### src/rtl/core/ssfc_pkg.sv
// ----------------------------------------------------------------------------
// ssfc_pkg
// Shared types and constants for the servo status frame checker.
// ----------------------------------------------------------------------------
`default_nettype none

package ssfc_pkg;

    localparam int unsigned BYTE_W = 8;
    localparam int unsigned POS_W  = 9;

    localparam logic [BYTE_W-1:0] HEADER_BYTE = 8'hFF;
    localparam logic [BYTE_W-1:0] MIN_LENGTH  = 8'd2;
    // last body byte sits at position length + 2
    localparam logic [POS_W-1:0]  BODY_END_OFS = 9'd2;
    localparam logic [POS_W-1:0]  LENGTH_POS   = 9'd3;

    // parser phase: which part of the frame comes next
    typedef enum logic [2:0] {
        PH_HDR1 = 3'd0,
        PH_HDR2 = 3'd1,
        PH_ID   = 3'd2,
        PH_LEN  = 3'd3,
        PH_BODY = 3'd4,
        PH_CSUM = 3'd5
    } t_phase;

    // frame status codes
    typedef enum logic [1:0] {
        ST_OK     = 2'd0,
        ST_HEADER = 2'd1,
        ST_CSUM   = 2'd2,
        ST_LENGTH = 2'd3
    } t_status;

    // one result per received byte
    typedef struct packed {
        logic [BYTE_W-1:0] echo_byte;
        logic [POS_W-1:0]  byte_position;
        logic              frame_done;
        t_status           frame_status;
    } t_result;

endpackage

`default_nettype wire

### src/rtl/core/ssfc_parser.sv
// ----------------------------------------------------------------------------
// ssfc_parser
// Frame parse state and the per-byte step: header, id, length, body and
// checksum checks, producing one result for every byte processed.
// ----------------------------------------------------------------------------
`default_nettype none

module ssfc_parser
    import ssfc_pkg::*;
(
    input  wire logic              i_clk,
    input  wire logic              i_rst_n,
    input  wire logic              i_step,
    input  wire logic [BYTE_W-1:0] i_byte,
    output t_result                o_result
);

    t_phase            r_phase, n_phase;
    logic [POS_W-1:0]  r_pos,   n_pos;
    logic [BYTE_W-1:0] r_sum,   n_sum;
    logic [BYTE_W-1:0] r_len,   n_len;

    logic [POS_W-1:0]  pos;
    logic              done;
    t_status           status;
    logic [POS_W-1:0]  body_end;

    assign body_end = {1'b0, r_len} + BODY_END_OFS;

    // next state and result for the current byte
    always_comb begin
        pos     = r_pos;
        done    = 1'b0;
        status  = ST_OK;
        n_phase = r_phase;
        n_sum   = r_sum;
        n_len   = r_len;

        unique case (r_phase)
            PH_HDR2: begin
                if (i_byte != HEADER_BYTE) begin
                    done   = 1'b1;
                    status = ST_HEADER;
                end else begin
                    n_phase = PH_ID;
                end
            end
            PH_ID: begin
                n_sum   = i_byte;
                n_phase = PH_LEN;
            end
            PH_LEN: begin
                if (i_byte < MIN_LENGTH) begin
                    done   = 1'b1;
                    status = ST_LENGTH;
                end else begin
                    n_len   = i_byte;
                    n_sum   = r_sum + i_byte;
                    n_phase = PH_BODY;
                end
            end
            PH_BODY: begin
                n_sum = r_sum + i_byte;
                if (r_pos >= body_end) begin
                    n_phase = PH_CSUM;
                end
            end
            PH_CSUM: begin
                done   = 1'b1;
                // 255 - sum is the bitwise complement on 8 bits
                status = (i_byte == ~r_sum) ? ST_OK : ST_CSUM;
            end
            default: begin
                // first header byte, also any undefined phase code
                pos = '0;
                if (i_byte != HEADER_BYTE) begin
                    done   = 1'b1;
                    status = ST_HEADER;
                end else begin
                    n_phase = PH_HDR2;
                end
            end
        endcase

        if (done) begin
            n_phase = PH_HDR1;
            n_pos   = '0;
            n_sum   = '0;
            n_len   = '0;
        end else begin
            n_pos = pos + 1'b1;
        end
    end

    assign o_result.echo_byte     = i_byte;
    assign o_result.byte_position = pos;
    assign o_result.frame_done    = done;
    assign o_result.frame_status  = status;

    // parse state register, advances once per processed byte
    always_ff @(posedge i_clk) begin
        if (!i_rst_n) begin
            r_phase <= PH_HDR1;
            r_pos   <= '0;
            r_sum   <= '0;
            r_len   <= '0;
        end else if (i_step) begin
            r_phase <= n_phase;
            r_pos   <= n_pos;
            r_sum   <= n_sum;
            r_len   <= n_len;
        end
    end

endmodule

`default_nettype wire

### config.mk
export PLATFORM = sky130hd
export DESIGN_NAME = ssfc_parser
export DESIGN_NICKNAME = d
export VERILOG_FILES = /design/src/rtl/core/ssfc_pkg.sv /design/src/rtl/core/ssfc_parser.sv
export SDC_FILE = /design/constraint.sdc
export NUM_CORES = 1
export LEC_CHECK = 0
export BUFFER_PORTS_ARGS = -buffer_cell sky130_fd_sc_hd__buf_2
export CAP_MARGIN = 20
export CORE_ASPECT_RATIO = 1.1
export CORE_MARGIN = 5
export CORE_UTILIZATION = 31
export CTS_CLUSTER_SIZE = 20
export DETAILED_ROUTE_END_ITERATION = 12
export MAX_ROUTING_LAYER = met4
export SYNTH_ARGS = -nofsm -noshare
export SYNTH_HDL_FRONTEND = slang
export SYNTH_SLANG_ARGS = --single-unit
### constraint.sdc
create_clock -name i_clk -period 2.25 [get_ports i_clk]
set_input_delay 0.1125 -clock i_clk [delete_from_list [all_inputs] [get_ports i_clk]]
set_output_delay 0.1125 -clock i_clk [all_outputs]
set_load 0.01 [all_outputs]
==> run metrics <==
status complete, no violations; die width 93.0 um; top-level port count 31; clock-pin slew on the worst setup and hold paths ~110 ps; number of port buffers 30; Post-CTS Setup Bufs 0; total grt overflow 0; Synth top area share 0.239; Reg area 562 um2; Starting Density 0.316; CTS root buf clkbuf_8; crit path max fanout 3; antenna-violating nets left 0; Max VDD drop between 0.2 and 0.25 mV; WP data arrival roughly 2300 ps; critical path class register to register; DRT iter0 DRCs between 50 and 60; first-pass GRT wire length 10.0 mm; setup_tns 0 ps; worst endpoint required time between 2000 and 2500 ps; RSZ-0062 raised after global routing no; largest family of logic cells by synthesized area compound AO/OA/AOI/OAI gates; Worst Tran Pin Value about 480 ps; asr flop ratio synth 0; startpoint types register; worst-skew pair later-pin latency around 280 ps; layout cell share with drive strength beyond 1 0.239; power density over the cells 380 nW/um2; most frequent cell after synthesis dfxtp_1; setup ws final 110 ps; slew margin rel. 0.679; top_reg_cell synth dfxtp_1; simple-gate share of the synthesized area 0.228; Cell variety after synth 60; Finish-stage setup viols 0; Max Freq 0.467 GHz; post-route cell area 2700 um2; fin util 0.364; Tcrit/Tclk final 0.951; CP cell instances ha_1 > a211oi_2 > o21ai_0 > a221oi_1 > xnor2_1 > o211ai_1 > a32o_1; Clock Skews approximately 1.4 ps; total placed cells including tap cells 383; Vias 2137; largest net degree at the start of global routing 22; Post-DP Area between 2000 and 3000 um2; syn_nets 299; area delta synth->final 15.1%; cts repair resizes 0; vias per std cell 5.51; CTS tree done; Post-Synth XOR/XNOR Area 0.0448; Die Y 101 um; Filler cells 778; post-place setup slack 30.2 ps; mux cell area share after synthesis 0.0298; Leak 1.08 nW; Post-synth EDFFs 0; Final Slew Violations 0; worst hold path class input pin to register; DP HPWL 4.66 mm; core area approximately 7400 um2; Sw Ratio 0.241; area of the multi-input gates roughly 1600 um2; Int Pwr 781 uW; wirelength, routed 6.02 mm; initial antenna violation count 0; CTS Hold Bufs 0; GP Congestion 0.815; Reg power frac 0.482; Residual DRC 0; crit end category register; cell area after synthesis 2350 um2; switching pwr about 250 uW; Adder-Cell Fraction of Synth Area 0.104; die area around 9400 um2; hold_ws around 150 ps; Clk network pwr share 0.406; Sink Count 28; First-pass DRT Iterations 4; synth cell count leaders dfxtp_1, ha_1, nand2_1, a21oi_1, and2_1; Final nets between 300 and 400; Syn Inst Count 269; Final Hold Violating Endpoints 0; FP Rows 33; wire per inst 15.5 um; combinational cell fraction of total power 0.112; Crit path largest cell delay between 400 and 500 ps; overall power 1.03 mW; crit path time final around 2100 ps; GRT Overall Usage 0.132; synthesized flop and latch total 28; Ys Warns 0; CP max stage cell dfxtp_1; mean area per synthesized cell 8.73 um2; CTS H-tree lvls 1; sequential element share of the synthesized area 0.239; vias in the first global route 2038; Ant. Diodes 0; largest area contributor in the netlist dfxtp_1; synth top area cells dfxtp_1, ha_1, buf_4, and2_1, a22o_1; Num CTS Buffers 3; post-synthesis compound-gate area fraction 0.279; final cell count without fillers about 390; max_cap viols 0; Max Root-Sink Buffers 2
==> worst max-delay path, delay by kind of cell (launching register included) <==
family | cells | cell delay (ps)
fa+ha+maj | 1 | 290
flops | 1 | 420
xor+xnor | 1 | 190
compound gates | 5 | 1140
==> layer usage <==
| metal | GRT usage | share of wire | vias to the layer above |
|---|---|---|---|
| met1 | 0.160 | 0.45 | 1019 |
| met5 | - | 0 | - |
| met2 | 0.234 | 0.51 | 40 |
| met3 | 0.0253 | 0.041 | 4 |
| met4 | 0.0147 | 0.0045 | 0 |
| li1 | - | - | 1074 |
==> registers in the layout (all words and copies together), names as in the netlist <==
name and flops:
r_len 8, r_phase 3, r_pos 9, r_sum 8
==> final cells by class <==
| class | count | share of cell area |
|---|---|---|
| clock buffer | 3 | 0.0153 |
| clock inverter | 1 | 0.0111 |
| inverter | 7 | 0.0106 |
| multi-input combinational | 212 | 0.605 |
| sequential | 28 | 0.208 |
| tap | 87 | 0.0403 |
| timing repair buffer | 50 | 0.110 |
==> power groups by stage <==
| stage | Sequential (mW) | Clock, mW | Combinational [mW] |
|---|---|---|---|
| 2_1_floorplan | 0.507 | 0 | 0.0706 |
| 4_1_cts | 0.496 | 0.433 | 0.114 |
| 6_report | 0.495 | 0.418 | 0.115 |
| 5_1_grt | 0.496 | 0.456 | 0.127 |
| 3_5_place_dp | 0.507 | 0 | 0.113 |
| 3_3_place_gp | 0.507 | 0 | 0.112 |
==> placed cells by master (no fill, tap or decap), drive strengths merged, types with 9 or more instances in the layout <==
cell type	instances
buf	49
dfxtp	28
ha	18
nand2	17
a21oi	14
and2	13
nor2	11
nand3	9
nor2b	9
a22o	9
==> cell families after synthesis <==
group | Yosys count
simple gates | 92
compound gates | 82
buf+inv | 29
flops | 28
fa+ha+maj | 19
xor+xnor | 12
mux | 7
==> worst paths after layout <==
path                  start        to  slack, ps  depth (start not counted)
setup / recovery   r_sum[1]  r_sum[7]        110                          7
hold / removal    i_byte[5]  r_len[5]        150                          2
setup reg to reg   r_sum[1]  r_sum[7]        110                          7
hold reg to reg    r_sum[3]  r_sum[3]        500                          1
Power figures use the tool's default switching activity.
